### config.mk
export PLATFORM = sky130hd
export DESIGN_NAME = priority_lane_byte_budget_queue
export DESIGN_NICKNAME = d
export VERILOG_FILES = /design/src/design/plbq_pkg.sv /design/src/design/plbq_store.sv /design/src/design/plbq_lanes.sv /design/src/design/plbq_budget.sv /design/src/design/priority_lane_byte_budget_queue.sv
export SDC_FILE = /design/constraint.sdc
export NUM_CORES = 2
export LEC_CHECK = 0
export BUFFER_PORTS_ARGS = -buffer_cell sky130_fd_sc_hd__buf_2
export CORE_MARGIN = 2
export CORE_UTILIZATION = 29
export CTS_CLUSTER_DIAMETER = 50
export DETAILED_ROUTE_END_ITERATION = 12
export PLACE_DENSITY = 0.48
export SYNTH_ARGS = -nofsm -noshare
export SYNTH_HDL_FRONTEND = slang
export SYNTH_SLANG_ARGS = --single-unit
### constraint.sdc
create_clock -name i_clk -period 10.69 [get_ports i_clk]
set_input_delay 2.138 -clock i_clk [delete_from_list [all_inputs] [get_ports i_clk]]
set_output_delay 2.138 -clock i_clk [all_outputs]
set_load 0.1 [all_outputs]
### src/design/plbq_pkg.sv
`timescale 1ns / 1ps
// ----------------------------------------------------------------------------
// plbq_pkg: shared types and constants for the priority lane byte budget queue
// Field widths, status codes, register indexes and the per-request decision.
// ----------------------------------------------------------------------------
package plbq_pkg;

    // fixed field widths
    localparam int PRIO_W     = 2;
    localparam int LEN_W      = 16;
    localparam int TAG_W      = 16;
    localparam int STATUS_W   = 3;
    localparam int OUT_LANE_W = 2;
    localparam int TOTAL_W    = 24;
    localparam int HDR_W      = 8;
    localparam int SIZE_W     = 17;
    localparam int CFG_IDX_W  = 2;

    // request kinds
    localparam logic REQ_ENQUEUE = 1'b0;
    localparam logic REQ_POP     = 1'b1;

    // result status codes
    localparam logic [STATUS_W-1:0] ST_OK        = 3'd0;
    localparam logic [STATUS_W-1:0] ST_TOO_LARGE = 3'd1;
    localparam logic [STATUS_W-1:0] ST_BUDGET    = 3'd2;
    localparam logic [STATUS_W-1:0] ST_LANE_FULL = 3'd3;
    localparam logic [STATUS_W-1:0] ST_EMPTY     = 3'd4;

    // configuration register indexes
    localparam logic [CFG_IDX_W-1:0] CFG_MAX_QUEUE   = 2'd0;
    localparam logic [CFG_IDX_W-1:0] CFG_HEADER      = 2'd1;
    localparam logic [CFG_IDX_W-1:0] CFG_MAX_PAYLOAD = 2'd2;

    // configuration reset values
    localparam logic [TOTAL_W-1:0] RST_MAX_QUEUE   = 24'd1048576;
    localparam logic [HDR_W-1:0]   RST_HEADER      = 8'd8;
    localparam logic [LEN_W-1:0]   RST_MAX_PAYLOAD = 16'd65535;

    // outcome of one request, decided against the lane state
    typedef struct packed {
        logic [STATUS_W-1:0] status;
        logic                enq_ok;
        logic                pop_ok;
        logic [SIZE_W-1:0]   size;
    } t_decision;

endpackage

### src/design/plbq_store.sv
`timescale 1ns / 1ps
// ----------------------------------------------------------------------------
// plbq_store: frame entry memory
// Tag and frame size per slot, one access per cycle, registered read data.
// ----------------------------------------------------------------------------
module plbq_store #(
    parameter int AW = 6,
    parameter int SW = 16
) (
    input  logic                      i_clk,
    input  logic                      i_wr_en,
    input  logic                      i_rd_en,
    input  logic [AW-1:0]             i_addr,
    input  logic [SW-1:0]             i_wr_tag,
    input  logic [plbq_pkg::SIZE_W-1:0] i_wr_size,
    output logic [SW-1:0]             o_rd_tag,
    output logic [plbq_pkg::SIZE_W-1:0] o_rd_size
);
    import plbq_pkg::*;

    localparam int DEPTH = 1 << AW;

    logic [SW-1:0]     r_tag_mem  [DEPTH];
    logic [SIZE_W-1:0] r_size_mem [DEPTH];
    logic [SW-1:0]     r_rd_tag;
    logic [SIZE_W-1:0] r_rd_size;

    // write port
    always_ff @(posedge i_clk) begin
        if (i_wr_en) begin
            r_tag_mem[i_addr]  <= i_wr_tag;
            r_size_mem[i_addr] <= i_wr_size;
        end
    end

    // read port, data held until the next read
    always_ff @(posedge i_clk) begin
        if (i_rd_en) begin
            r_rd_tag  <= r_tag_mem[i_addr];
            r_rd_size <= r_size_mem[i_addr];
        end
    end

    assign o_rd_tag  = r_rd_tag;
    assign o_rd_size = r_rd_size;

endmodule

### src/design/plbq_lanes.sv
`timescale 1ns / 1ps
// ----------------------------------------------------------------------------
// plbq_lanes: lane state and request admission
// Head and count per lane, admission checks, pop lane selection, slot address.
// ----------------------------------------------------------------------------
module plbq_lanes #(
    parameter int LANE_COUNT = 4,
    parameter int LANE_DEPTH = 16,
    parameter int LW         = 2,
    parameter int HW         = 4,
    parameter int CW         = 5
) (
    input  logic                          i_clk,
    input  logic                          i_rst_n,
    input  logic                          i_commit,
    input  logic                          i_req_type,
    input  logic [plbq_pkg::PRIO_W-1:0]   i_prio,
    input  logic [plbq_pkg::LEN_W-1:0]    i_payload_len,
    input  logic [plbq_pkg::TOTAL_W-1:0]  i_total,
    input  logic [plbq_pkg::TOTAL_W-1:0]  i_max_queue,
    input  logic [plbq_pkg::HDR_W-1:0]    i_header,
    input  logic [plbq_pkg::LEN_W-1:0]    i_max_payload,
    output plbq_pkg::t_decision           o_dec,
    output logic [LW-1:0]                 o_lane,
    output logic [LW+HW-1:0]              o_addr
);
    import plbq_pkg::*;

    logic [HW-1:0] r_head  [LANE_COUNT];
    logic [CW-1:0] r_count [LANE_COUNT];

    logic [SIZE_W-1:0]  size;
    logic [TOTAL_W-1:0] size_ext;
    logic               too_large;
    logic               over_budget;
    logic [LW-1:0]      enq_lane;
    logic               lane_full;
    logic [HW:0]        tail_sum;
    logic [HW-1:0]      tail_slot;
    logic               pop_any;
    logic [LW-1:0]      pop_lane;
    logic [HW-1:0]      head_inc;

    // admission checks for an enqueue
    always_comb begin
        size        = SIZE_W'(i_header) + SIZE_W'(i_payload_len);
        size_ext    = TOTAL_W'(size);
        too_large   = i_payload_len > i_max_payload;
        over_budget = (size_ext > i_max_queue) || (i_total > (i_max_queue - size_ext));
        if (32'(i_prio) >= LANE_COUNT) begin
            enq_lane = LW'(LANE_COUNT - 1);
        end else begin
            enq_lane = LW'(i_prio);
        end
        lane_full = r_count[enq_lane] == CW'(LANE_DEPTH);
        // tail slot, wrapped once past the lane depth
        tail_sum  = (HW+1)'(r_head[enq_lane]) + (HW+1)'(r_count[enq_lane]);
        if (tail_sum >= (HW+1)'(LANE_DEPTH)) begin
            tail_slot = HW'(tail_sum - (HW+1)'(LANE_DEPTH));
        end else begin
            tail_slot = HW'(tail_sum);
        end
    end

    // lowest-numbered non-empty lane wins a pop
    always_comb begin
        pop_any  = 1'b0;
        pop_lane = '0;
        for (int l = LANE_COUNT - 1; l >= 0; l--) begin
            if (r_count[l] != '0) begin
                pop_any  = 1'b1;
                pop_lane = LW'(l);
            end
        end
        if (r_head[pop_lane] == HW'(LANE_DEPTH - 1)) begin
            head_inc = '0;
        end else begin
            head_inc = r_head[pop_lane] + HW'(1);
        end
    end

    // decision and memory address
    always_comb begin
        o_dec.status = ST_OK;
        o_dec.enq_ok = 1'b0;
        o_dec.pop_ok = 1'b0;
        o_dec.size   = size;
        o_lane       = '0;
        o_addr       = {enq_lane, tail_slot};
        if (i_req_type == REQ_POP) begin
            o_addr = {pop_lane, r_head[pop_lane]};
            if (pop_any) begin
                o_dec.pop_ok = 1'b1;
                o_lane       = pop_lane;
            end else begin
                o_dec.status = ST_EMPTY;
            end
        end else begin
            priority if (too_large) begin
                o_dec.status = ST_TOO_LARGE;
            end else if (over_budget) begin
                o_dec.status = ST_BUDGET;
            end else if (lane_full) begin
                o_dec.status = ST_LANE_FULL;
            end else begin
                o_dec.enq_ok = 1'b1;
            end
        end
    end

    // lane state update
    always_ff @(posedge i_clk) begin
        if (!i_rst_n) begin
            for (int l = 0; l < LANE_COUNT; l++) begin
                r_head[l]  <= '0;
                r_count[l] <= '0;
            end
        end else if (i_commit) begin
            if (o_dec.enq_ok) begin
                r_count[enq_lane] <= r_count[enq_lane] + CW'(1);
            end
            if (o_dec.pop_ok) begin
                r_head[pop_lane]  <= head_inc;
                r_count[pop_lane] <= r_count[pop_lane] - CW'(1);
            end
        end
    end

    // lane occupancy never passes the depth
    for (genvar g = 0; g < LANE_COUNT; g++) begin : g_chk
        a_count_bound: assert property (@(posedge i_clk) disable iff (!i_rst_n)
            r_count[g] <= CW'(LANE_DEPTH))
            else $error("lane count above depth");
    end

    // a committed enqueue never lands in a full lane
    a_no_overfill: assert property (@(posedge i_clk) disable iff (!i_rst_n)
        i_commit && o_dec.enq_ok |-> !lane_full)
        else $error("enqueue into full lane");

    // a pop is only granted when some lane holds a frame
    a_pop_nonempty: assert property (@(posedge i_clk) disable iff (!i_rst_n)
        i_commit && o_dec.pop_ok |-> r_count[pop_lane] != '0)
        else $error("pop from empty lane");

endmodule

### src/design/plbq_budget.sv
`timescale 1ns / 1ps
// ----------------------------------------------------------------------------
// plbq_budget: queued byte total
// Adds admitted frame sizes and subtracts popped ones, floored at zero.
// ----------------------------------------------------------------------------
module plbq_budget (
    input  logic                          i_clk,
    input  logic                          i_rst_n,
    input  logic                          i_commit,
    input  logic                          i_enq_ok,
    input  logic                          i_pop_ok,
    input  logic [plbq_pkg::SIZE_W-1:0]   i_enq_size,
    input  logic [plbq_pkg::SIZE_W-1:0]   i_pop_size,
    output logic [plbq_pkg::TOTAL_W-1:0]  o_total_next
);
    import plbq_pkg::*;

    logic [TOTAL_W-1:0] r_total;
    logic [TOTAL_W-1:0] n_total;
    logic [TOTAL_W-1:0] pop_ext;

    // next total for the request now in the data stage
    always_comb begin
        pop_ext = TOTAL_W'(i_pop_size);
        n_total = r_total;
        if (i_enq_ok) begin
            n_total = r_total + TOTAL_W'(i_enq_size);
        end else if (i_pop_ok) begin
            n_total = (pop_ext > r_total) ? '0 : (r_total - pop_ext);
        end
    end

    always_ff @(posedge i_clk) begin
        if (!i_rst_n) begin
            r_total <= '0;
        end else if (i_commit) begin
            r_total <= n_total;
        end
    end

    assign o_total_next = n_total;

endmodule

### src/design/priority_lane_byte_budget_queue.sv
`timescale 1ns / 1ps
// ----------------------------------------------------------------------------
// priority_lane_byte_budget_queue: strict priority frame queue with byte budget
// Enqueue and pop requests against LANE_COUNT lanes sharing one byte budget.
// ----------------------------------------------------------------------------
// One request is taken per clock while the output is not stalled, and every
// request gives exactly one result, through three registers: an input register
// where the lane state is checked and the entry memory is accessed, a data
// stage where the registered memory read returns the popped frame and the byte
// total is updated, and the output register. The data stage's new total is fed
// straight back to the admission check, so back-to-back requests see each
// other's effect. Lane 0 is served first on a pop; an enqueue is checked for
// payload size, then budget, then lane space, and a rejected enqueue changes
// nothing. A full output register that is stalled holds the whole pipeline.
module priority_lane_byte_budget_queue #(
    parameter int LANE_COUNT = 4,
    parameter int LANE_DEPTH = 16,
    parameter int TAG_BITS   = 16
) (
    input  logic                             i_clk,
    input  logic                             i_rst_n,
    // request channel
    input  logic                             i_valid,
    output logic                             o_stall,
    input  logic                             i_req_type,
    input  logic [plbq_pkg::PRIO_W-1:0]      i_priority_req,
    input  logic [plbq_pkg::LEN_W-1:0]       i_payload_len,
    input  logic [plbq_pkg::TAG_W-1:0]       i_message_tag,
    // result channel
    output logic                             o_valid,
    input  logic                             i_stall,
    output logic [plbq_pkg::STATUS_W-1:0]    o_status,
    output logic [plbq_pkg::OUT_LANE_W-1:0]  o_out_lane,
    output logic [plbq_pkg::TAG_W-1:0]       o_out_tag,
    output logic [plbq_pkg::TOTAL_W-1:0]     o_total_bytes,
    // configuration write channel
    input  logic                             i_cfg_valid,
    output logic                             o_cfg_ready,
    input  logic [plbq_pkg::CFG_IDX_W-1:0]   i_cfg_index,
    input  logic [plbq_pkg::TOTAL_W-1:0]     i_cfg_data
);
    import plbq_pkg::*;

    localparam int LW = $clog2(LANE_COUNT);
    localparam int HW = $clog2(LANE_DEPTH);
    localparam int CW = $clog2(LANE_DEPTH + 1);
    localparam int AW = LW + HW;
    localparam int SW = (TAG_BITS < TAG_W) ? TAG_BITS : TAG_W;

    // configuration registers
    logic [TOTAL_W-1:0] r_max_queue;
    logic [HDR_W-1:0]   r_header;
    logic [LEN_W-1:0]   r_max_payload;

    // input stage
    logic               r_a_valid;
    logic               r_a_type;
    logic [PRIO_W-1:0]  r_a_prio;
    logic [LEN_W-1:0]   r_a_len;
    logic [TAG_W-1:0]   r_a_tag;

    // data stage
    logic               r_b_valid;
    t_decision          r_b_dec;
    logic [LW-1:0]      r_b_lane;

    // output stage
    logic                  r_c_valid;
    logic [STATUS_W-1:0]   r_c_status;
    logic [OUT_LANE_W-1:0] r_c_lane;
    logic [TAG_W-1:0]      r_c_tag;
    logic [TOTAL_W-1:0]    r_c_total;

    logic               adv;
    logic               commit_a;
    logic               commit_b;
    t_decision          a_dec;
    logic [LW-1:0]      a_lane;
    logic [AW-1:0]      a_addr;
    logic [SW-1:0]      rd_tag;
    logic [SIZE_W-1:0]  rd_size;
    logic [TOTAL_W-1:0] total_next;

    // pipeline moves whenever the output register can take a result
    assign adv      = !r_c_valid || !i_stall;
    assign o_stall  = !adv;
    assign commit_a = adv && r_a_valid;
    assign commit_b = adv && r_b_valid;

    // configuration writes, always ready
    assign o_cfg_ready = 1'b1;

    always_ff @(posedge i_clk) begin
        if (!i_rst_n) begin
            r_max_queue   <= RST_MAX_QUEUE;
            r_header      <= RST_HEADER;
            r_max_payload <= RST_MAX_PAYLOAD;
        end else if (i_cfg_valid && o_cfg_ready) begin
            unique case (i_cfg_index)
                CFG_MAX_QUEUE:   r_max_queue   <= i_cfg_data;
                CFG_HEADER:      r_header      <= i_cfg_data[HDR_W-1:0];
                CFG_MAX_PAYLOAD: r_max_payload <= i_cfg_data[LEN_W-1:0];
                default: ;
            endcase
        end
    end

    // input register
    always_ff @(posedge i_clk) begin
        if (!i_rst_n) begin
            r_a_valid <= 1'b0;
        end else if (adv) begin
            r_a_valid <= i_valid;
        end
    end

    always_ff @(posedge i_clk) begin
        if (adv && i_valid) begin
            r_a_type <= i_req_type;
            r_a_prio <= i_priority_req;
            r_a_len  <= i_payload_len;
            r_a_tag  <= i_message_tag;
        end
    end

    // lane state and admission
    plbq_lanes #(
        .LANE_COUNT (LANE_COUNT),
        .LANE_DEPTH (LANE_DEPTH),
        .LW         (LW),
        .HW         (HW),
        .CW         (CW)
    ) u_lanes (
        .i_clk         (i_clk),
        .i_rst_n       (i_rst_n),
        .i_commit      (commit_a),
        .i_req_type    (r_a_type),
        .i_prio        (r_a_prio),
        .i_payload_len (r_a_len),
        .i_total       (total_next),
        .i_max_queue   (r_max_queue),
        .i_header      (r_header),
        .i_max_payload (r_max_payload),
        .o_dec         (a_dec),
        .o_lane        (a_lane),
        .o_addr        (a_addr)
    );

    // frame entry memory
    plbq_store #(
        .AW (AW),
        .SW (SW)
    ) u_store (
        .i_clk     (i_clk),
        .i_wr_en   (commit_a && a_dec.enq_ok),
        .i_rd_en   (commit_a && a_dec.pop_ok),
        .i_addr    (a_addr),
        .i_wr_tag  (SW'(r_a_tag)),
        .i_wr_size (a_dec.size),
        .o_rd_tag  (rd_tag),
        .o_rd_size (rd_size)
    );

    // data stage
    always_ff @(posedge i_clk) begin
        if (!i_rst_n) begin
            r_b_valid <= 1'b0;
        end else if (adv) begin
            r_b_valid <= r_a_valid;
        end
    end

    always_ff @(posedge i_clk) begin
        if (commit_a) begin
            r_b_dec  <= a_dec;
            r_b_lane <= a_lane;
        end
    end

    // byte total, forwarded to the admission check
    plbq_budget u_budget (
        .i_clk        (i_clk),
        .i_rst_n      (i_rst_n),
        .i_commit     (commit_b),
        .i_enq_ok     (r_b_valid && r_b_dec.enq_ok),
        .i_pop_ok     (r_b_valid && r_b_dec.pop_ok),
        .i_enq_size   (r_b_dec.size),
        .i_pop_size   (rd_size),
        .o_total_next (total_next)
    );

    // output register
    always_ff @(posedge i_clk) begin
        if (!i_rst_n) begin
            r_c_valid <= 1'b0;
        end else if (adv) begin
            r_c_valid <= r_b_valid;
        end
    end

    always_ff @(posedge i_clk) begin
        if (commit_b) begin
            r_c_status <= r_b_dec.status;
            r_c_lane   <= OUT_LANE_W'(r_b_lane);
            r_c_tag    <= r_b_dec.pop_ok ? TAG_W'(rd_tag) : '0;
            r_c_total  <= total_next;
        end
    end

    assign o_valid       = r_c_valid;
    assign o_status      = r_c_status;
    assign o_out_lane    = r_c_lane;
    assign o_out_tag     = r_c_tag;
    assign o_total_bytes = r_c_total;

    // a popped frame's size never exceeds the new total plus that size
    a_pop_within_total: assert property (@(posedge i_clk) disable iff (!i_rst_n)
        r_b_valid && r_b_dec.pop_ok |-> TOTAL_W'(rd_size) <= total_next + TOTAL_W'(rd_size))
        else $error("popped size exceeds total");

    // a request cannot both enqueue and pop
    a_one_action: assert property (@(posedge i_clk) disable iff (!i_rst_n)
        r_b_valid |-> !(r_b_dec.enq_ok && r_b_dec.pop_ok))
        else $error("decision both enqueue and pop");

    // an empty pop reports lane zero and tag zero
    a_empty_clean: assert property (@(posedge i_clk) disable iff (!i_rst_n)
        o_valid && o_status == ST_EMPTY |-> o_out_lane == '0 && o_out_tag == '0)
        else $error("empty pop carries lane or tag");

    // an admitted enqueue reports OK with the total computed in its data stage
    a_enq_total: assert property (@(posedge i_clk) disable iff (!i_rst_n)
        commit_b && r_b_dec.enq_ok |=>
            r_c_total == $past(total_next) && r_c_status == ST_OK)
        else $error("enqueue total mismatch");

endmodule
==> reports/metrics.yaml <==
die-area_um2: 319600
synth_top_area_frac: 0.7509
grt_pass1_wl_um: 456600
reg2reg_depth: 30
utilization: 0.3416
grt_overflow: 0
path_delay_family: "compound AO/OA/AOI/OAI gates"
nNetsFinal: 5983
fillers: 29810
die_w_um: 565.4
antenna_found_initial: 35
crit_type: "flip-flop to flip-flop"
std_cell_rows: 206
critPathMaxStageDelay_ns: 0.81
drt_iter0_markers: 8202
power.density_nw_per_um2: 208.2
multi_input_area_um2: 20210
start_util: 0.2908
fin_skew_ns: 0.08494
r2r-start: "r_a_len[0]"
cts_htree_levels: 5
post-route-period-util: 0.9004
yosys_most_used_dff: "edfxtp_1"
pin_count: 114
syn-num-nets: 5714
holdCritPathClass: "flip-flop to flip-flop"
holdPathEnd: "o_out_lane[0]"
seqCellArea_um2: 70160
cts_buffer_depth: 4
core_area_um2: 314200
area_delta_synth_final_pct: 17.46
ys_seq_area_frac: 0.7677
synthMostInstantiatedCell: "edfxtp_1"
startpoint_type: "flip-flop"
crit_buf_inv: 3
finalHoldViolCount: 0
syn_avg_cell_area_um2: 16.49
synthTopCellsByArea: "edfxtp_1 75%, a22oi_1 5.9%, dfxtp_1 1.7%, ha_1 1.4%, a21oi_1 0.99%"
synth-edff-count: 2285
hold_buffers: 0
cap_violations: 0
ys_seq_elements: 2362
rr_endpoint: "u_store.r_tag_mem[48][1]"
p_leak_nw: 34.04
cts_resized: 0
post_cts_buffers: 0
viasPerCell: 5.580
setup_tns_ns: 0
syn_area_um2: 91380
hold_path_depth: 0
crit_arrival_ns: 10.18
crit_top_cell: "o21ai_0"
finalSetupViolCount: 0
hold_start: "r_b_lane[0]"
clock-sinks: 2362
rsz0062_at_grt: "false"
cts_tree: "built"
grt_pass1_vias: 54330
ant_nets: 0
clkLatencyLatePin_ns: 0.87
async_flop_share: 0
worst_pin_slew_ns: 1.421
clock.fmax_mhz: 103.9
slew_headroom: 0.04505
dr.pass1.iters: 8
dp_hpwl_um: 203300
synth_commonest_cells: "2285 x edfxtp_1, 715 x a22oi_1, 225 x nand2_1"
grt_max_degree: 87
cts_buffers: 276
place_congestion: 0.8915
cp.depth: 30
yosysTopAreaCell: "edfxtp_1"
hold_slack_ns: 0.4155
die_h_um: 565.4
path_max_fanout: 18
portBuffers: 112
wirelength_um: 334300
synth_cell_types: 85
r2r_slack_ns: 1.06
postSynthCellCount: 5541
vias: 56820
cts.clk_slew.worst_paths_ns: 0.05
cpMaxStageDelayCell: "o311ai_0"
slew_viol_final: 0
crit_path_end_kind: "flip-flop"
required_ns: 11.25
grt_usage: 0.2035
vdd_drop_max_mv: 0.1290
min_period_ns: 9.626
wire_per_inst_um: 32.83
status: "completed"
drive_gt1_frac: 0.1542
ys_warn_count: 0
root_buffer: "clkbuf_16"
drc: 0
-- where the power goes --
part	leakage, nW	internal (mW)	switching, mW
registers	21.2	10.3	0.0542
clock network	4.18	5.23	3.83
logic	8.66	0.710	2.21
-- layout make-up --
type                    instances  area share
flip-flops and latches       2362      0.6536
multi-input cells            2735      0.1882
clock buffers                 326     0.06768
well taps                    4160     0.04849
repair buffers                340     0.02618
clock inverters               154     0.01217
inverters                      95    0.003404
diodes                         10   0.0002331
-- flip-flops by register name, summed over array words and instances (netlist names), 8 cells and up, named ones only --
register            cells
r_b_dec                22
u_store.o_rd_tag       16
u_lanes.r_count        20
r_header                8
r_max_payload          16
o_out_tag              16
r_a_tag                16
u_store.r_size_mem   1088
u_lanes.r_head         16
u_store.o_rd_size      17
u_store.r_tag_mem    1024
r_a_len                16
o_total_bytes          24
u_budget.r_total       24
r_max_queue            24
-- kinds of logic after synthesis --
family,share of synthesized area
AOI/OAI and AO/OA,0.1372
adders and majority gates,0.01550
and+or+nand+nor,0.04588
DFF,0.7677
muxes,0.006558
buffers and inverters,0.02010
xor gates and xnor gates,0.006997
other,0.00004104
-- metal layers --
metal / global-route usage / wire, um / part of all wire
met5: 0 / 72 / 0.00022
met4: 0.07161 / 12950 / 0.039
met3: 0.04484 / 32180 / 0.096
met2: 0.3086 / 147900 / 0.44
met1: 0.2860 / 141200 / 0.42
-- how the worst max path moves through the flow --
stage,endpoint,startpoint
floorplan,u_store.r_size_mem[56][0],r_a_len[3]
CTS,u_store.r_size_mem[48][11],r_a_len[0]
finish,u_store.r_tag_mem[48][1],r_a_len[0]
global route,u_store.r_tag_mem[3][15],r_a_len[0]
global placement,u_store.r_size_mem[3][3],r_a_len[0]
detailed placement,u_store.r_tag_mem[48][5],r_a_len[0]
-- stage by stage --
step,power [mW],setup WS (ns),cell area (um2),std cells
detailed placement,13.42,1.219,98740,9692
floorplan,11.93,0.7355,91380,5541
global placement,13.42,1.017,98740,9692
global route,22.90,0.4502,107300,10170
CTS,22.43,1.163,107300,10170
finish,22.35,1.064,107300,10180
-- layout by cell type (no fill, tap or decap), drive strengths merged, types with 34 or more instances in the layout --
cell type and count:
clkbuf 326, nor2 175, a2111oi 46, a41oi 55, xnor2 47, a221oi 76, a21oi 180, and3 113
a21o 45, dfxtp 77, clkinv 102, a31oi 133, edfxtp 2285, a222oi 78, inv 121, a22oi 715
o21ai 66, nor3 34, and2 34, nand4 50, buf 340, ha 102, a22o 93, nand2 225
nand3 61
(Power assumes the default switching activity.)
